`src/hdl/triangle_face_normal_assert.svh`:
```
// Assertion macros for the triangle face normal block.
// Expects signals clk and rst_n in the scope of use.
`ifndef TRIANGLE_FACE_NORMAL_ASSERT_SVH
`define TRIANGLE_FACE_NORMAL_ASSERT_SVH

// Same-cycle implication, disabled during reset.
`define TFN_ASSERT_IMPL(lbl, ante, cons, msg) \
  lbl: assert property (@(posedge clk) disable iff (!rst_n) (ante) |-> (cons)) \
    else $error(msg);

// Next-cycle implication, disabled during reset.
`define TFN_ASSERT_NEXT(lbl, ante, cons, msg) \
  lbl: assert property (@(posedge clk) disable iff (!rst_n) (ante) |=> (cons)) \
    else $error(msg);

`endif

```
`src/hdl/tfn_pkg.sv`:
```
// Shared constants and types for the triangle face normal block.
// No dependencies.
`timescale 1ns / 1ps

package tfn_pkg;
  localparam int COORD_BITS_DEF = 18;
  localparam int FRAC_BITS_DEF  = 15;
  localparam int NORM_BITS      = 30;
  localparam int ROOT_BITS      = NORM_BITS + 1;
  localparam int SQ_BITS        = 2 * NORM_BITS + 2;
  localparam int OUT_BITS       = 16;
  localparam logic [OUT_BITS-1:0] OUT_POS_LIM = 16'h7fff;
  localparam logic [OUT_BITS-1:0] OUT_NEG_LIM = 16'h8000;

  typedef struct packed {
    logic [2:0] neg;
    logic       degen;
  } tfn_side_t;
endpackage

```
`src/hdl/tfn_norm_cell.sv`:
```
// Normalizer cell: shifts three magnitudes left by SH when the top SH bits are clear.
// Depends on tfn_pkg.
`timescale 1ns / 1ps

module tfn_norm_cell import tfn_pkg::*; #(
  parameter int W  = 38,
  parameter int SH = 1
) (
  input  logic         clk,
  input  logic         rst_n,
  input  logic         en,
  input  logic         vld_i,
  input  logic [W-1:0] mag_i [3],
  input  tfn_side_t    side_i,
  output logic         vld_o,
  output logic [W-1:0] mag_o [3],
  output tfn_side_t    side_o
);
  logic         vld_r;
  logic [W-1:0] mag_r [3];
  tfn_side_t    side_r;
  logic         clear;

  assign clear = ~|(mag_i[0][W-1 -: SH] | mag_i[1][W-1 -: SH] | mag_i[2][W-1 -: SH]);

  always_ff @(posedge clk) begin
    if (!rst_n) begin
      vld_r <= 1'b0;
    end else if (en) begin
      vld_r <= vld_i;
    end
  end

  always_ff @(posedge clk) begin
    if (en) begin
      for (int i = 0; i < 3; i++) begin
        mag_r[i] <= clear ? (mag_i[i] << SH) : mag_i[i];
      end
      side_r <= side_i;
    end
  end

  assign vld_o  = vld_r;
  assign mag_o  = mag_r;
  assign side_o = side_r;
endmodule

```
`config.mk`:
```
export PLATFORM = sky130hd
export DESIGN_NAME = tfn_norm_cell
export DESIGN_NICKNAME = d
export VERILOG_FILES = /design/src/hdl/triangle_face_normal_assert.svh /design/src/hdl/tfn_pkg.sv /design/src/hdl/tfn_norm_cell.sv
export SDC_FILE = /design/constraint.sdc
export NUM_CORES = 1
export LEC_CHECK = 0
export ABC_AREA = 1
export BUFFER_PORTS_ARGS = -buffer_cell sky130_fd_sc_hd__clkbuf_2
export CAP_MARGIN = 20
export CORE_AREA = 2 2 135 137
export CTS_BUF_LIST = sky130_fd_sc_hd__clkbuf_4
export DETAILED_ROUTE_END_ITERATION = 16
export DIE_AREA = 0 0 137 139
export GPL_TIMING_DRIVEN = 0
export PLACE_DENSITY = 0.56
export SYNTH_ARGS = -nofsm -noshare
export SYNTH_HDL_FRONTEND = slang
export SYNTH_SLANG_ARGS = --single-unit
```
`constraint.sdc`:
```
create_clock -name clk -period 2.4 [get_ports clk]
set_input_delay 0.36 -clock clk [delete_from_list [all_inputs] [get_ports clk]]
set_output_delay 0.36 -clock clk [all_outputs]
set_load 0.01 [all_outputs]
```
==> results_dict.tcl <==
set metrics [dict create \
    status "completed" \
    finalMaxSlewViolations 0 \
    synth_fp_nets 621 \
    min_path_type "primary input to register" \
    p_leak_uw 0.00348 \
    post_cts_buffers 0 \
    cts.repair.resized 0 \
    synth_edf_count 118 \
    syn_inst 499 \
    io_pins 241 \
    dr.first_iter.drc_count 188 \
    hold_viol_final 0 \
    fin_cells 1006 \
    synth_top_cell_area_share_pct 67.9 \
    antenna_found_initial 0 \
    yosys_warnings 0 \
    cp-start-kind "primary input" \
    pre_cts_slack_ns 0.775 \
    syn_to_final_growth_pct 36.0 \
    drtPass1Iterations 4 \
    ir_worst_vdd_mv 0.288 \
    fin_ws_ns 0.940 \
    skew_ns 0 \
    floorplan.initialDensity_pct 29.5 \
    worst_pin_slew_ns 0.472 \
    ys_types 16 \
    cts_buffer_depth 2 \
    ys_seq_elements 119 \
    async_flop_share_pct 0 \
    rsz0062_at_grt "false" \
    final_util_pct 40.2 \
    syn_avg_cell_area_um2 10.5 \
    grt_max_degree 66 \
    worstSetupEndpointType "register" \
    whs_ns 0.0945 \
    clkLatencyLatePin_ns 0.53 \
    diodes 0 \
    cap_violations 0 \
    die_area_um2 19000 \
    cts_buffers 17 \
    synth_ff_type "edfxtp_1" \
    die_w_um 137 \
    synth.cell_area_um2 5220 \
    drc 0 \
    yosysSeqAreaShare_pct 68.3 \
    overflow 0 \
    p_per_area_nw_per_um2 681 \
    drive_gt1_share_pct 38.1 \
    grt_pass1_wl_mm 22.0 \
    synth_largest_area_cell "edfxtp_1" \
    arrival_ns 1.89 \
    yosysMostFrequentCell "nand2_1" \
    h-tree-depth 4 \
    final_antenna_net_count 0 \
    num_vias 4488 \
    timing.fmax_ghz 0.685 \
    via_per_inst 4.46 \
    hpwl_mm 10.6 \
    grt_usage_pct 15.0 \
    num-fill-cells 1832 \
    fin_tns_setup_ns 0 \
    grt_pass1_vias 4319 \
    avgRoutedWirePerCell_um 14.2 \
    cts_tree "done" \
    crit_type "primary input to register" \
    required_ns 2.83 \
    netlist_top_cells_area "edfxtp_1 (68%), nand2_1 (16%), nand3_1 (10%)" \
    nNetsFinal 887 \
    cts_sinks 119 \
    post-route-min-period_ns 1.46 \
    clk_pin_slew_ns 0.11 \
    crit_fanout 65 \
    dp.cells 969 \
    yosys-top-cells-count "nand2_1 (219), edfxtp_1 (118), nand3_1 (109)" \
    cts_root_buffer "clkbuf_4" \
    portBuffers 240 \
    coreArea_um2 17700 \
    hold_buffers 6 \
    rows 49 \
    die_h_um 139 \
    setup_violations 0 \
    routed_wl_mm 14.3 \
    gp_congestion 0.779 \
    fin_crit_sh_pct 60.8 \
    slew-limit-headroom_pct 68.6 \
]
## cell type report
cell class | instances | area (µm²) | area share [%]
clock buffers | 18 | 135 | 1.90
clock inverters | 13 | 161 | 2.27
multi-input cells | 338 | 1420 | 19.9
plain buffers | 35 | 213 | 3.00
well taps | 229 | 287 | 4.04
flip-flops and latches | 119 | 3560 | 50.2
inverters | 7 | 26.3 | 0.370
repair buffers | 247 | 1300 | 18.3
## worst paths after layout
kind                   from         to  slack [ns]  cells after the start
setup / recovery         en      vld_o        0.94                      6
hold reg to reg       vld_o      vld_o        1.07                      3
setup reg to reg      vld_o      vld_o        1.23                      3
hold / removal    mag_i[37]  mag_o[37]        0.09                      2
## per-layer routing
layer	wire length, µm	global-route usage (%)	up-vias	share of wire [%]
met2	6840	23.6	180	48
met1	5750	18.1	2046	40
met4	367	6.62	0	2.6
met3	1350	5.99	24	9.4
li1	-	-	2238	-
met5	0	0	-	0
## worst max-delay path: stages
cell and delay, ns:
clkbuf_8 0.38, buf_16 0.33, inv_1 0.08, nor2_1 0.09
nor2_1 0.05, dlygate4sd3_1 0.54
## through the flow
step                area [µm²]  total power (µW)
global route              7100              5060
floorplan                 5220              2900
CTS                       7100              4900
detailed placement        6740              3320
global placement          6710              3310
finish                    7100              4830
## sequential cells by signal, summed over array words and instances, names as in the netlist
name	count
mag_o	114
side_o	4
vld_o	1
## cell families (layout without fill, tap and decap cells)
logic type	count (synthesis)	after routing	synth area share, %
flip-flops	119	119	68.3
buffers and inverters	42	320	4.58
AND/OR/NAND/NOR	336	336	26.9
AO/OA/AOI/OAI	2	2	0.240
## power by group
part	total (µW)	internal, µW	switching [µW]	leakage (µW)
sequential	2550	2500	47.8	0.00116
combinational	714	287	427	0.00216
clock	1570	809	760	0.000159
total	4830	3600	1240	0.00348
## placed cells by master, fill, tap and decap left out, types with 3 or more instances in the layout
master / instances
edfxtp_1: 118
bufinv_16: 4
buf_1: 4
dlygate4sd3_1: 6
clkbuf_1: 4
buf_2: 14
buf_6: 4
nand2_1: 219
nand3_1: 109
clkbuf_4: 19
inv_1: 7
nor2_1: 6
clkbuf_2: 239
buf_4: 8
clkinv_2: 3
clkinv_1: 5
(Power assumes the default switching activity.)
