**src/hdl/triangle_face_normal_assert.svh**
```systemverilog
// Assertion macros for the triangle face normal block.
// Expects signals clk and rst_n in the scope of use.
`ifndef TRIANGLE_FACE_NORMAL_ASSERT_SVH
`define TRIANGLE_FACE_NORMAL_ASSERT_SVH

// Same-cycle implication, disabled during reset.
`define TFN_ASSERT_IMPL(lbl, ante, cons, msg) \
  lbl: assert property (@(posedge clk) disable iff (!rst_n) (ante) |-> (cons)) \
    else $error(msg);

// Next-cycle implication, disabled during reset.
`define TFN_ASSERT_NEXT(lbl, ante, cons, msg) \
  lbl: assert property (@(posedge clk) disable iff (!rst_n) (ante) |=> (cons)) \
    else $error(msg);

`endif

```
**src/hdl/tfn_pkg.sv**
```systemverilog
// Shared constants and types for the triangle face normal block.
// No dependencies.
`timescale 1ns / 1ps

package tfn_pkg;
  localparam int COORD_BITS_DEF = 18;
  localparam int FRAC_BITS_DEF  = 15;
  localparam int NORM_BITS      = 30;
  localparam int ROOT_BITS      = NORM_BITS + 1;
  localparam int SQ_BITS        = 2 * NORM_BITS + 2;
  localparam int OUT_BITS       = 16;
  localparam logic [OUT_BITS-1:0] OUT_POS_LIM = 16'h7fff;
  localparam logic [OUT_BITS-1:0] OUT_NEG_LIM = 16'h8000;

  typedef struct packed {
    logic [2:0] neg;
    logic       degen;
  } tfn_side_t;
endpackage

```
**src/hdl/tfn_sqrt_cell.sv**
```systemverilog
// Square root cell: decides one root bit and passes a payload along.
// Depends on tfn_pkg.
`timescale 1ns / 1ps

module tfn_sqrt_cell import tfn_pkg::*; #(
  parameter int BIT = 0,
  parameter int PW  = 1
) (
  input  logic                 clk,
  input  logic                 rst_n,
  input  logic                 en,
  input  logic                 vld_i,
  input  logic [SQ_BITS-1:0]   rem_i,
  input  logic [ROOT_BITS-1:0] root_i,
  input  logic [PW-1:0]        pay_i,
  output logic                 vld_o,
  output logic [SQ_BITS-1:0]   rem_o,
  output logic [ROOT_BITS-1:0] root_o,
  output logic [PW-1:0]        pay_o
);
  logic                 vld_r;
  logic [SQ_BITS-1:0]   rem_r;
  logic [ROOT_BITS-1:0] root_r;
  logic [PW-1:0]        pay_r;
  logic [SQ_BITS-1:0]   sub;
  logic                 ge;

  assign sub = (SQ_BITS'(root_i) << (BIT + 1)) | (SQ_BITS'(1) << (2 * BIT));
  assign ge  = rem_i >= sub;

  always_ff @(posedge clk) begin
    if (!rst_n) begin
      vld_r <= 1'b0;
    end else if (en) begin
      vld_r <= vld_i;
    end
  end

  always_ff @(posedge clk) begin
    if (en) begin
      rem_r  <= ge ? rem_i - sub : rem_i;
      root_r <= ge ? (root_i | (ROOT_BITS'(1) << BIT)) : root_i;
      pay_r  <= pay_i;
    end
  end

  assign vld_o  = vld_r;
  assign rem_o  = rem_r;
  assign root_o = root_r;
  assign pay_o  = pay_r;
endmodule

```
**config.mk**
```make
export PLATFORM = sky130hd
export DESIGN_NAME = tfn_sqrt_cell
export DESIGN_NICKNAME = d
export VERILOG_FILES = /design/src/hdl/triangle_face_normal_assert.svh /design/src/hdl/tfn_pkg.sv /design/src/hdl/tfn_sqrt_cell.sv
export SDC_FILE = /design/constraint.sdc
export NUM_CORES = 1
export LEC_CHECK = 0
export ABC_AREA = 1
export BUFFER_PORTS_ARGS = -buffer_cell sky130_fd_sc_hd__buf_4
export CORE_MARGIN = 2
export CORE_UTILIZATION = 45
export DETAILED_ROUTE_END_ITERATION = 12
export PLACE_DENSITY = 0.69
export SLEW_MARGIN = 20
export SYNTH_ARGS = -nofsm -noshare
export SYNTH_HDL_FRONTEND = slang
export SYNTH_SLANG_ARGS = --single-unit
```
**constraint.sdc**
```tcl
create_clock -name clk -period 6.8 [get_ports clk]
set_clock_uncertainty 0.2 [all_clocks]
set_input_delay 1.02 -clock clk [delete_from_list [all_inputs] [get_ports clk]]
set_output_delay 1.02 -clock clk [all_outputs]
set_load 0.03 [all_outputs]
```
==> flow_summary.html <==
<table>
<tr><th>Metric</th><th>Value</th></tr>
<tr><th colspan="2">Outcome</th></tr>
<tr><td>Outcome</td><td>finished clean</td></tr>
<tr><th colspan="2">Timing</th></tr>
<tr><td>Final Hold Vio Count</td><td>0</td></tr>
<tr><td>Period Utilization, post-route</td><td>between 40% and 50%</td></tr>
<tr><td>Final-layout worst hold slack</td><td>around 0.35 ns</td></tr>
<tr><td>Final setup violation count</td><td>0</td></tr>
<tr><td>Final-report max-slew violation count</td><td>0</td></tr>
<tr><td>Transition at the pin with the smallest max-transition slack</td><td>around 0.75 ns</td></tr>
<tr><td>Highest clock frequency the design can meet</td><td>around 300 MHz</td></tr>
<tr><td>Max-slew headroom at the worst pin</td><td>49.7%</td></tr>
<tr><td>Unrepaired setup endpoints after global routing</td><td>no</td></tr>
<tr><td>Final-layout setup total negative slack</td><td>0 ns</td></tr>
<tr><td>Shortest period the worst path allows</td><td>~3.4 ns</td></tr>
<tr><th colspan="2">Pwr</th></tr>
<tr><td>Cell internal power dissipation</td><td>0.00124 W</td></tr>
<tr><td>Comb power frac</td><td>between 30 and 40%</td></tr>
<tr><td>Reg power frac</td><td>about two fifths</td></tr>
<tr><td>Leakage power of the design</td><td>around 4.7 nW</td></tr>
<tr><td>Clock network power share</td><td>28.1%</td></tr>
<tr><td>Pwr Density</td><td>between 150 and 200 nW/um2</td></tr>
<tr><td>Largest vdd supply drop</td><td>0.000127 V</td></tr>
<tr><td>Net switching share of the total power</td><td>approximately 35%</td></tr>
<tr><td>Switching component of the power</td><td>roughly 0.00065 W</td></tr>
<tr><th colspan="2">Setup path</th></tr>
<tr><td>Kind of start point of the critical path</td><td>input pin</td></tr>
<tr><td>Cell class contributing the biggest share of worst-path delay</td><td>simple AND/OR/NAND/NOR gates</td></tr>
<tr><td>Data arrival time at the worst-slack endpoint</td><td>about 3.4 ns</td></tr>
<tr><td>Delay of the slowest cell on the worst path</td><td>0.47 ns</td></tr>
<tr><td>CP Data Required Time</td><td>about 6.8 ns</td></tr>
<tr><td>List of cells traversed by the critical path</td><td>buf_4, ha_1, nand2_1, inv_1, nand2_1, nand3_2, nand2_1, nand2_2, nand2_1, nand2_2, nand2_2, nand2_4, inv_8, nand2_1, o21ai_2</td></tr>
<tr><td>Library cell appearing most often on the critical path</td><td>sky130_fd_sc_hd__nand2_1</td></tr>
<tr><td>Endpoint class of the critical path</td><td>register</td></tr>
<tr><td>Critical setup path kind</td><td>input pin to register</td></tr>
<tr><td>Worst reg2reg path depth</td><td>2</td></tr>
<tr><td>Cell with the largest stage delay on the worst path</td><td>sky130_fd_sc_hd__inv_8</td></tr>
<tr><td>Buf/Inv on CP</td><td>3</td></tr>
<tr><td>Maximum fanout encountered on the critical timing path</td><td>80</td></tr>
<tr><td>Instance count on the critical path</td><td>15</td></tr>
<tr><th colspan="2">Yosys</th></tr>
<tr><td>Post-synthesis instance area</td><td>between 7000 and 8000 um2</td></tr>
<tr><td>Synth unique cells</td><td>36</td></tr>
<tr><td>Dominant cells by area after synthesis</td><td>sky130_fd_sc_hd__edfxtp_1, sky130_fd_sc_hd__nand2_1, sky130_fd_sc_hd__inv_1, sky130_fd_sc_hd__ha_1, sky130_fd_sc_hd__nor2_1</td></tr>
<tr><td>Area share of the largest cell type after synthesis</td><td>37.0%</td></tr>
<tr><td>Count of warnings emitted by yosys</td><td>0</td></tr>
<tr><td>Async set or reset register ratio after synthesis</td><td>0%</td></tr>
<tr><td>Biggest area consumer among synthesized cells</td><td>sky130_fd_sc_hd__edfxtp_1</td></tr>
<tr><td>Top FF cell, synth</td><td>sky130_fd_sc_hd__edfxtp_1</td></tr>
<tr><td>Seq/Total Area, Yosys</td><td>between 30% and 40%</td></tr>
<tr><td>Number of nets in the synthesized netlist</td><td>about 1200</td></tr>
<tr><td>Most common cell in the netlist</td><td>sky130_fd_sc_hd__nand2_1</td></tr>
<tr><td>Mean post-synth cell area</td><td>a little over 7 um2</td></tr>
<tr><td>Synth top cells by count</td><td>sky130_fd_sc_hd__nand2_1, sky130_fd_sc_hd__inv_1, sky130_fd_sc_hd__nor2_1</td></tr>
<tr><td>Synth Instances</td><td>1082</td></tr>
<tr><td>Number of enable-type register cells in the synthesized netlist</td><td>94</td></tr>
<tr><td>Synthesized flop and latch total</td><td>95</td></tr>
<tr><th colspan="2">Placement</th></tr>
<tr><td>Estimated wirelength of the detail-placed design</td><td>19100 um</td></tr>
<tr><td>Total instance count after detailed placement</td><td>approximately 1500</td></tr>
<tr><td>Number of buffers added on ports</td><td>~190</td></tr>
<tr><td>Placer congestion estimate</td><td>around 0.94</td></tr>
<tr><th colspan="2">Detailed routing</th></tr>
<tr><td>Pre-antenna DRT Iters</td><td>6</td></tr>
<tr><td>DRC viols</td><td>0</td></tr>
<tr><td>Routed Wire Length</td><td>~23000 um</td></tr>
<tr><td>Vias per inst</td><td>around 4.9</td></tr>
<tr><td>Routed length per instance</td><td>roughly 16 um</td></tr>
<tr><td>Initial DRC count</td><td>~700</td></tr>
<tr><td>Post-DRT Antenna Nets</td><td>0</td></tr>
<tr><td>Via count</td><td>approximately 7400</td></tr>
<tr><th colspan="2">CTS</th></tr>
<tr><td>Clock H-tree levels</td><td>3</td></tr>
<tr><td>Inserted Clock Buffers</td><td>9</td></tr>
<tr><td>Maximum count of clock buffers along a single path</td><td>2</td></tr>
<tr><td>Post-CTS Resized</td><td>0</td></tr>
<tr><td>Root Buffer</td><td>sky130_fd_sc_hd__clkbuf_16</td></tr>
<tr><td>Latest clock arrival within the worst-skew pair</td><td>about 0.36 ns</td></tr>
<tr><td>Clk sink count</td><td>95</td></tr>
<tr><td>Number of hold-repair buffers added at the cts stage</td><td>0</td></tr>
<tr><td>Post-CTS Setup Inserts</td><td>0</td></tr>
<tr><td>Clock tree from TritonCTS</td><td>built</td></tr>
<tr><td>CTS clock-pin slew for the worst setup and hold paths</td><td>0.07 ns</td></tr>
<tr><th colspan="2">Floorplan</th></tr>
<tr><td>Count of boundary I/O pins</td><td>around 190</td></tr>
<tr><td>Floorplan row count</td><td>47</td></tr>
<tr><td>Die extent in y</td><td>134 um</td></tr>
<tr><td>Die X</td><td>134 um</td></tr>
<tr><td>Effective utilization at floorplan</td><td>around 46%</td></tr>
<tr><td>Area of the die</td><td>18000 um2</td></tr>
<tr><td>Core region area</td><td>16600 um2</td></tr>
<tr><th colspan="2">Finish</th></tr>
<tr><td>N_diodes</td><td>0</td></tr>
<tr><td>Final Util</td><td>between 50% and 60%</td></tr>
<tr><td>Fraction of layout instances using a drive strength above 1</td><td>between 20 and 25%</td></tr>
<tr><td>Number of nets at the end of the flow</td><td>about 1400</td></tr>
<tr><td>Final cell count without fillers</td><td>~1500</td></tr>
<tr><td>P&amp;R area growth vs syn</td><td>25.1%</td></tr>
<tr><th colspan="2">Global routing</th></tr>
<tr><td>Global route overflow</td><td>0</td></tr>
<tr><td>Global-route wire length before repair</td><td>between 30000 and 40000 um</td></tr>
<tr><td>Via count of the first global-routing pass</td><td>approximately 6900</td></tr>
<tr><td>Maximum number of pins on one net before global-route repair</td><td>slightly above 80</td></tr>
<tr><td>Number of antenna violations at the first check in global routing</td><td>0</td></tr>
<tr><td>GRT Total Usage</td><td>about a quarter</td></tr>
<tr><th colspan="2">Run</th></tr>
<tr><td>Count of max-cap constraint violations</td><td>0</td></tr>
<tr><th colspan="2">Min path</th></tr>
<tr><td>WHS Path Cells</td><td>2</td></tr>
<tr><td>Class of the tightest hold or removal check</td><td>register to register</td></tr>
</table>
routing by layer:
layer	share of wire, %	GRT usage, %
met3	7.4	4.50
met2	44	41.9
met4	1.9	6.14
met5	0	0
met1	46	37.6
kinds of logic (layout without fill, tap and decap cells):
family / after synthesis / after routing / synth area share (%)
AO/OA/AOI/OAI: 95 / 95 / 8.98
XOR/XNOR: 29 / 29 / 3.33
adder cells (fa/ha/maj): 33 / 33 / 5.52
buffers and inverters: 221 / 421 / 11.9
flip-flops: 95 / 95 / 37.3
AND/OR/NAND/NOR: 609 / 609 / 33.0
sequential cells by signal, indices dropped and copies added, names as in the netlist:
register / cells
rem_o: 62
pay_o: 1
vld_o: 1
root_o: 31
power groups by stage:
stage	clock (W)	combinational, W	sequential [W]
after floorplan	0	0.000252	0.000882
after global placement	0	0.000615	0.000753
after detailed placement	0	0.000619	0.000752
after CTS	0.000535	0.000621	0.000741
after global routing	0.000559	0.000672	0.000745
final	0.000531	0.000620	0.000740
worst paths after layout:
check / start / to / slack (ns)
worst max-delay path: rem_i[5] / rem_o[8]$_DFFE_PP_ / 3.44
worst min-delay path: vld_o$_SDFFE_PN0P_ / vld_o$_SDFFE_PN0P_ / 0.35
worst max register to register: vld_o$_SDFFE_PN0P_ / vld_o$_SDFFE_PN0P_ / 5.95
worst min register to register: vld_o$_SDFFE_PN0P_ / vld_o$_SDFFE_PN0P_ / 0.35
per-stage QoR:
stage	setup slack, ns	cell area [um2]	power, W
after floorplan	3.85	7620	0.00113
after CTS	3.46	9540	0.00190
after global placement	3.13	9240	0.00137
after global routing	3.27	9540	0.00198
after detailed placement	3.08	9240	0.00137
final	3.44	9540	0.00189
placed cells by master, fill, tap and decap left out, types with 2 or more instances in the layout:
cell / instances
sky130_fd_sc_hd__o21bai_1: 4
sky130_fd_sc_hd__a21oi_1: 27
sky130_fd_sc_hd__clkbuf_16: 9
sky130_fd_sc_hd__nor3_2: 2
sky130_fd_sc_hd__inv_2: 12
sky130_fd_sc_hd__inv_1: 199
sky130_fd_sc_hd__buf_4: 193
sky130_fd_sc_hd__clkinvlp_4: 2
sky130_fd_sc_hd__xor2_1: 6
sky130_fd_sc_hd__edfxtp_1: 94
sky130_fd_sc_hd__o21ai_2: 25
sky130_fd_sc_hd__nand3b_1: 5
sky130_fd_sc_hd__inv_6: 2
sky130_fd_sc_hd__nor2_1: 100
sky130_fd_sc_hd__o21ai_1: 2
sky130_fd_sc_hd__nand2_1: 395
sky130_fd_sc_hd__nand4_1: 10
sky130_fd_sc_hd__a21oi_2: 26
sky130_fd_sc_hd__o21ai_0: 8
sky130_fd_sc_hd__nor3_1: 22
sky130_fd_sc_hd__nand3_1: 53
sky130_fd_sc_hd__nor2_2: 8
sky130_fd_sc_hd__ha_1: 32
sky130_fd_sc_hd__nand2_2: 6
sky130_fd_sc_hd__nor2_4: 2
sky130_fd_sc_hd__xnor2_1: 23
sky130_fd_sc_hd__and2_1: 2
worst min-delay path: stages, from the launching register on:
cell and delay, ns:
sky130_fd_sc_hd__dfxtp_1 0.32, sky130_fd_sc_hd__o21ai_0 0.15, sky130_fd_sc_hd__a21oi_1 0.04
cell type report:
| type | count | area (um2) |
|---|---|---|
| clock buffer | 10 | 229 |
| clock inverter | 6 | 67.6 |
| fill | 1656 | 7050 |
| inverter | 212 | 803 |
| multi-input combinational | 766 | 3870 |
| sequential | 95 | 2840 |
| tap | 220 | 275 |
| timing repair buffer | 193 | 1450 |
(Power assumes the default switching activity.)
