**src/hdl/triangle_face_normal_assert.svh**
```systemverilog
// Assertion macros for the triangle face normal block.
// Expects signals clk and rst_n in the scope of use.
`ifndef TRIANGLE_FACE_NORMAL_ASSERT_SVH
`define TRIANGLE_FACE_NORMAL_ASSERT_SVH

// Same-cycle implication, disabled during reset.
`define TFN_ASSERT_IMPL(lbl, ante, cons, msg) \
  lbl: assert property (@(posedge clk) disable iff (!rst_n) (ante) |-> (cons)) \
    else $error(msg);

// Next-cycle implication, disabled during reset.
`define TFN_ASSERT_NEXT(lbl, ante, cons, msg) \
  lbl: assert property (@(posedge clk) disable iff (!rst_n) (ante) |=> (cons)) \
    else $error(msg);

`endif

```
**src/hdl/tfn_pkg.sv**
```systemverilog
// Shared constants and types for the triangle face normal block.
// No dependencies.
`timescale 1ns / 1ps

package tfn_pkg;
  localparam int COORD_BITS_DEF = 18;
  localparam int FRAC_BITS_DEF  = 15;
  localparam int NORM_BITS      = 30;
  localparam int ROOT_BITS      = NORM_BITS + 1;
  localparam int SQ_BITS        = 2 * NORM_BITS + 2;
  localparam int OUT_BITS       = 16;
  localparam logic [OUT_BITS-1:0] OUT_POS_LIM = 16'h7fff;
  localparam logic [OUT_BITS-1:0] OUT_NEG_LIM = 16'h8000;

  typedef struct packed {
    logic [2:0] neg;
    logic       degen;
  } tfn_side_t;
endpackage

```
**src/hdl/tfn_div_cell.sv**
```systemverilog
// Divider cell: one quotient bit for each of three lanes sharing one divisor.
// Depends on tfn_pkg.
`timescale 1ns / 1ps

module tfn_div_cell import tfn_pkg::*; #(
  parameter int QW = 16
) (
  input  logic                 clk,
  input  logic                 rst_n,
  input  logic                 en,
  input  logic                 vld_i,
  input  logic [ROOT_BITS-1:0] den_i,
  input  logic [ROOT_BITS-1:0] rem_i [3],
  input  logic [QW-1:0]        lo_i  [3],
  input  logic [QW-1:0]        q_i   [3],
  input  tfn_side_t            side_i,
  output logic                 vld_o,
  output logic [ROOT_BITS-1:0] den_o,
  output logic [ROOT_BITS-1:0] rem_o [3],
  output logic [QW-1:0]        lo_o  [3],
  output logic [QW-1:0]        q_o   [3],
  output tfn_side_t            side_o
);
  logic                 vld_r;
  logic [ROOT_BITS-1:0] den_r;
  logic [ROOT_BITS-1:0] rem_r [3];
  logic [QW-1:0]        lo_r  [3];
  logic [QW-1:0]        q_r   [3];
  tfn_side_t            side_r;
  logic [ROOT_BITS:0]   t    [3];
  logic [ROOT_BITS:0]   diff [3];
  logic [2:0]           ge;

  always_comb begin
    for (int l = 0; l < 3; l++) begin
      t[l]    = {rem_i[l], lo_i[l][QW-1]};
      diff[l] = t[l] - {1'b0, den_i};
      ge[l]   = t[l] >= {1'b0, den_i};
    end
  end

  always_ff @(posedge clk) begin
    if (!rst_n) begin
      vld_r <= 1'b0;
    end else if (en) begin
      vld_r <= vld_i;
    end
  end

  always_ff @(posedge clk) begin
    if (en) begin
      for (int l = 0; l < 3; l++) begin
        rem_r[l] <= ge[l] ? diff[l][ROOT_BITS-1:0] : t[l][ROOT_BITS-1:0];
        lo_r[l]  <= lo_i[l] << 1;
        q_r[l]   <= {q_i[l][QW-2:0], ge[l]};
      end
      den_r  <= den_i;
      side_r <= side_i;
    end
  end

  assign vld_o  = vld_r;
  assign den_o  = den_r;
  assign rem_o  = rem_r;
  assign lo_o   = lo_r;
  assign q_o    = q_r;
  assign side_o = side_r;
endmodule

```
**config.mk**
```make
export PLATFORM = sky130hd
export DESIGN_NAME = tfn_div_cell
export DESIGN_NICKNAME = d
export VERILOG_FILES = /design/src/hdl/triangle_face_normal_assert.svh /design/src/hdl/tfn_pkg.sv /design/src/hdl/tfn_div_cell.sv
export SDC_FILE = /design/constraint.sdc
export NUM_CORES = 1
export LEC_CHECK = 0
export BUFFER_PORTS_ARGS = -buffer_cell sky130_fd_sc_hd__buf_2
export CAP_MARGIN = 20
export CORE_MARGIN = 2
export CORE_UTILIZATION = 40
export CTS_BUF_LIST = sky130_fd_sc_hd__clkbuf_8
export CTS_CLUSTER_SIZE = 10
export DETAILED_ROUTE_END_ITERATION = 16
export PLACE_DENSITY = 0.75
export SLEW_MARGIN = 20
export SYNTH_ARGS = -nofsm -noshare
export SYNTH_HDL_FRONTEND = slang
export SYNTH_SLANG_ARGS = --single-unit
```
**constraint.sdc**
```tcl
create_clock -name clk -period 3.26 [get_ports clk]
set_clock_uncertainty 0.15 [all_clocks]
set_input_delay 0.652 -clock clk [delete_from_list [all_inputs] [get_ports clk]]
set_output_delay 0.652 -clock clk [all_outputs]
set_load 0.005 [all_outputs]
```
==> results.md, run 1 <==
* Initial DRC Count at 437
* Tightest Pin Transition at 608 ps
* Starting Density at 40.6%
* Critical path's largest stage delay at 510 ps
* Final ANT Viol Nets at 0
* Yosys reg bits at around 220
* CP Cell Sequence: buf_2, inv_1, ha_1, o211ai_1, a21oi_4, o41ai_2, a2111oi_2, buf_4, o31ai_1, a31o_2, buf_12, buf_4, o21ai_0
* Critical path's slowest cell: o41ai_2
* Post-Syn Area at 0.0128 mm2
* PwrDens at between 400 and 500 mW/mm2
* Layout cells sized above 1 at 45.4%
* Leakage at 8.69 nW
* First-pass GRT wire length at 63,400 um
* Post_cts resized at 0
* Cell repeated most along the worst path: buf_4
* RD Place Congestion at about 0.9
* Hold_buf cts at 0
* Final hold slack at 103 ps
* CTS tree: yes
* Crit Path Class: in2reg
* DPL Wire Length at roughly 35,000 um
* Cts bufs inserted at 40
* FMAX at between 300 and 400 MHz
* P&R area growth vs syn at 44.9%
* Post-route DRC at 0
* # Post-CTS Setup Buffers at 0
* Slew Limit Fails at 0
* EDFF count, synth at 221
* Pre-antenna DRT Iters at 5
* Post-layout net count at 2,176
* Critical Path RT at ~3400 ps
* Clock transition at path regs at around 60 ps
* Total GRT Usage at around 24%
* YS warnings at 0
* Die height at 183 um
* Mean Syn Cell Area at 11.6 um2
* Grt ovf at 0
* Status: completed
* Die X at between 150 and 200 um
* Ys async rst share at 0%
* Post-Syn Instances at 1,103
* Clock Latency Late Sink at 550 ps
* Final setup viols at 0
* Worst Path Buf+Inv at 5
* Core Util, Final at 58.9%
* I/O Pins at 453
* Via count at 11,700
* Nature of the critical path endpoint: flop
* Max_slew headroom at 59.0%
* Root Buffer: clkbuf_8
* WL final at 42,200 um
* Ys flop type: edfxtp_1
* Max Cap Viol at 0
* Mean routed wirelength per cell at 18.4 um
* Post-route cell area at 0.0186 mm2
* Std cell rows at 65
* Minimum clock period at roughly 3200 ps
* Crit start category: input port
* Fillers at 2,672
* Sequential area share after synthesis at 51.9%
* Initial antenna violation count at 12
* Largest net degree at the start of global routing at 66
* Die area at 0.0335 mm2
* Final Cycle Share at 98.1%
* Peak VDD IR at 0.269 mV
* Pre-CTS setup slack at -530 ps
* Number of global-route vias before repair at 11,900
* Final WS setup at between 60 and 70 ps
* Placement Cell Area at 0.0178 mm2
* # port buffers at 446
* Critical path peak fanout at 27
* Register area at 0.00666 mm2
* CP delay by family, top: compound AO/OA/AOI/OAI gates
* Worst EP arrival at around 3400 ps
* Count of final hold-check violations at 0
* Num Clock Sinks at 222
* Vias per cell at 5.10
* Cell variety after synth at 69
* CTS max path bufs at 3
* HP Class: in2reg
* # H-tree levels at 2
* Core area at 0.0316 mm2
* Multi-input gate area at 0.00588 mm2
==> synthesized netlist by cell type (10+ instances only) <==
cell type	number	area share, %
a21o_1	33	1.9
a21oi_1	106	4.1
a31oi_1	11	0.54
clkbuf_1	11	0.32
edfxtp_1	221	52
ha_1	93	9.1
inv_1	54	1.6
mux2_2	10	0.88
mux2_4	27	3.2
nand2_1	89	2.6
nand2b_1	14	0.68
nand3_1	18	0.70
nand4_1	12	0.59
nor2_1	61	1.8
nor2b_1	14	0.68
o21a_1	16	0.94
o21ai_0	73	2.9
o21bai_1	15	0.88
o31ai_1	10	0.59
xnor2_1	43	2.9
xor2_1	38	2.6
==> kinds of logic after synthesis <==
family | share of synthesized area [%]
compound gates | 16.3
mux | 4.44
other cells | 0.0293
buf+inv | 2.87
fa+ha+maj | 9.55
flops | 51.9
xor+xnor | 5.54
simple gates | 9.33
==> path summary, 6_finish.rpt <==
| kind | cells past startpoint | slack [ps] | endpoint | startpoint |
|---|---|---|---|---|
| worst max-delay path | 13 | 60 | rem_o[66] | den_i[3] |
| worst min-delay path | 1 | 100 | q_o[1] | q_i[0] |
| worst max register to register | 2 | 2500 | vld_o | vld_o |
| worst min register to register | 2 | 400 | vld_o | vld_o |
==> per-layer routing <==
metal  GRT usage [%]  vias up  share of wire (%)
li1                -     5672                  -
met1            27.2     5506                 38
met2            44.6      406                 51
met3            4.65      106                6.0
met4            12.7        6                4.8
met5               0        -              0.081
==> layout make-up <==
cell class              instances  share of cell area [%]
inverters                      54                    1.16
clock buffers                  40                    2.96
flip-flops and latches        222                    35.8
clock inverters                31                    1.16
well taps                     402                    2.71
diodes                         12                   0.162
multi-input cells             800                    31.7
repair buffers                734                    24.3
==> cells in the final DEF, fill, tap and decap left out, types with 6 or more instances in the layout <==
| master | count |
|---|---|
| o21ai_0 | 72 |
| nand2_1 | 89 |
| a21o_1 | 33 |
| o21a_1 | 16 |
| nand2b_1 | 13 |
| nand3_1 | 18 |
| diode_2 | 12 |
| inv_1 | 63 |
| nor2b_1 | 13 |
| nand4_1 | 12 |
| xnor2_1 | 43 |
| clkinv_1 | 7 |
| nor2_1 | 61 |
| o21bai_1 | 15 |
| mux2_4 | 30 |
| buf_12 | 9 |
| or3_1 | 8 |
| a211oi_1 | 6 |
| mux2_2 | 8 |
| nor3_1 | 9 |
| buf_2 | 445 |
| ha_1 | 91 |
| a21oi_1 | 105 |
| buf_4 | 279 |
| clkbuf_8 | 40 |
| and3_1 | 8 |
| xor2_1 | 38 |
| o31ai_1 | 10 |
| a31oi_1 | 11 |
| edfxtp_1 | 221 |
==> state kept, by name (all words and copies together) (netlist names) <==
register	cells
den_o	31
lo_o	45
q_o	48
rem_o	93
side_o	4
vld_o	1
==> power breakdown <==
| group | total (mW) | switching [mW] | leakage (nW) | internal, mW |
|---|---|---|---|---|
| clock network | 2.56 | 1.23 | 0.418 | 1.33 |
| registers | 3.63 | 0.0793 | 2.17 | 3.55 |
| logic | 2.51 | 1.23 | 6.10 | 1.28 |
| total | 8.70 | 2.54 | 8.69 | 6.16 |
==> stage by stage <==
stage | cells | setup TNS (ps) | total power, mW
6_report | 2295 | 0 | 8.70
5_1_grt | 2292 | -1.42 | 9.14
3_5_place_dp | 2212 | -38020 | 6.19
2_1_floorplan | 1105 | -3280 | 4.90
4_1_cts | 2283 | 0 | 8.78
3_3_place_gp | 2212 | -35230 | 6.15
==> worst register-to-register path, delay by kind of cell (launching register included) <==
family / cells / cell delay (ps)
DFF: 1 / 310
and+or+nand+nor: 1 / 70
muxes: 1 / 130
(Power assumes the default switching activity.)
==> run 2: changes to the inputs <==
--- a/config.mk
+++ b/config.mk
@@ -12,6 +12,7 @@
 export CTS_BUF_LIST = sky130_fd_sc_hd__clkbuf_8
 export CTS_CLUSTER_SIZE = 10
 export DETAILED_ROUTE_END_ITERATION = 16
+export GPL_TIMING_DRIVEN = 0
 export PLACE_DENSITY = 0.75
 export SLEW_MARGIN = 20
 export SYNTH_ARGS = -nofsm -noshare
==> run 2 against run 1 <==
Compared with the run above:
- first-iteration DRC count shrank 5.5%
- sequential cell count unchanged
- core utilization shrank 5.7 points
- combinational power decreased by 12%
- die area unchanged
- worst hold slack better by 43 ps
- cell count decreased by 11%
- sequential share of layout area increased by 3.9 points
- cell area down 9.7%
- largest cell class unchanged
- largest power group unchanged
- highest routed layer unchanged
==> results.md, run 2 (same netlist as run 1, synthesis figures left out) <==
* # port buffers at 446
* Die X at 183 um
* WL met1 at 15,200 um
* Final Cycle Share at ~99%
* Top sig layer: met5
* RD Place Congestion at 0.889
* # H-tree levels at 2
* PwrDens at 486 mW/mm2
* Worst EP arrival at 3340 ps
* Leakage at 7.45 nW
* CTS max path bufs at 3
* Max Cap Viol at 0
* Clock Latency Late Sink at 520 ps
* Final ANT Viol Nets at 0
* Tightest Pin Transition at 555 ps
* Met2 routed WL at 21,400 um
* Final hold slack at about 150 ps
* Grt ovf at 0
* I/O Pins at ~450
* Die area at 0.0335 mm2
* Count of final hold-check violations at 0
* Final non-filler cell total at 2,037
* Post-layout net count at ~1,900
* Initial antenna violation count at 8
* Critical path peak fanout at 5
* RSZ-0062 raised after global routing: yes
* Starting Density at 40.6%
* Commonest non-fill, non-tap cells in the layout: buf_2, edfxtp_1, a21oi_1
* Slew Limit Fails at 0
* Total GRT Usage at 23.3%
* Post-route DRC at 0
* Vias per cell at 5.31
* P&R area growth vs syn at 30.9%
* DPL Wire Length at between 30,000 and 40,000 um
* Largest net degree at the start of global routing at 107
* HP Class: in2reg
* Fillers at 2,806
* Root Buffer: clkbuf_8
* Critical Path RT at between 3000 and 4000 ps
* Final setup viols at 0
* Max_slew headroom at 63.0%
* Crit start category: input port
* First-pass GRT wire length at ~59,000 um
* Crit Path Class: in2reg
* Core Util, Final at 53.1%
* Std cell rows at 65
* Cell count of the worst reg-to-reg path at 2
* Pre-antenna DRT Iters at 4
* Core area at 0.0316 mm2
* WL met3 at 2500 um
* Minimum clock period at about 3200 ps
* Most common cell after layout, fill and taps aside: buf_2
* Num Clock Sinks at 222
* Nature of the critical path endpoint: flop
* WHS Path Cells at 1
* Max reg flops at 93
* Post-route cell area at 0.0168 mm2
* Layout cells sized above 1 at 38.6%
* Clock transition at path regs at 60 ps
* Status: completed
* Via count at 10,800
* CTS tree: yes
* Peak VDD IR at 0.234 mV
* Placed cell count at around 2,000
* Cts bufs inserted at 39
* WL final at 41,000 um
* Die height at approximately 180 um
* FMAX at 311 MHz
* Initial DRC Count at 413
* Placement Cell Area at approximately 0.016 mm2
* Number of global-route vias before repair at 10,800
* Mean routed wirelength per cell at slightly above 20 um
## run 2: changes by cell type in the layout (fill, tap and decap cells not counted), sizes merged
cell	change
clkinvlp	-1
buf	-257
clkinv	+1
bufinv	-1
clkbuf	+7
diode	-6
inv	-1
## run 2: per-stage QoR
stage | power, mW | TNS (ps) | setup slack [ps]
detailed placement | 5.79 | -77590 | -1200
finish | 8.16 | 0 | 46.7
global placement | 5.77 | -418420 | -1640
CTS | 8.16 | 0 | 11.6
floorplan | 4.90 | -3280 | -151
global route | 8.58 | -80.9 | -17.5
## run 2: layout make-up
type	count	area, um2	share of cell area [%]
Clock inverter	29	160	0.955
Tap cell	402	503	3.00
Timing Repair Buffer	461	2430	14.5
Inverter	54	223	1.33
Sequential cell	222	6660	39.7
Clock buffer	39	537	3.20
Buffer	24	176	1.05
Antenna cell	6	15.0	0.0895
Multi-Input combinational cell	800	6070	36.2
## run 2: report_power, final
part           total, mW  internal, mW  switching, mW
logic               2.20          1.01           1.19
registers           3.63          3.55         0.0759
clock network       2.33          1.21           1.12
total               8.16          5.76           2.39
## run 2: worst paths after layout
check,start,endpoint,slack (ps)
worst min-delay path,side_i[1],side_o[1],150
worst max-delay path,den_i[1],rem_o[25],50
worst min register to register,vld_o,vld_o,380
worst max register to register,vld_o,vld_o,2490
## run 2: timing repair
item	4_1_cts	5_1_grt
gates cloned	0	1
buffers inserted	4	8
hold buffers	0	0
gates resized for setup	10	56
pin swaps	5	14
setup endpoints to repair	82	90
endpoints found under the hold margin	0	0
## run 2: critical path: stages
cell and delay (ps):
buf_6 120, inv_2 130, ha_4 220, nor2b_1 130, o31a_1 340, o32ai_4 390, a21oi_4 130, a2111oi_4 450
o21a_2 250, o21ai_1 100, xor2_1 150, mux2_4 260
## run 2: metal layers
metal	track usage, %	vias to the layer above
met5	0	-
met4	11.0	4
met3	4.59	94
met2	43.9	379
met1	24.9	5167
li1	-	5174
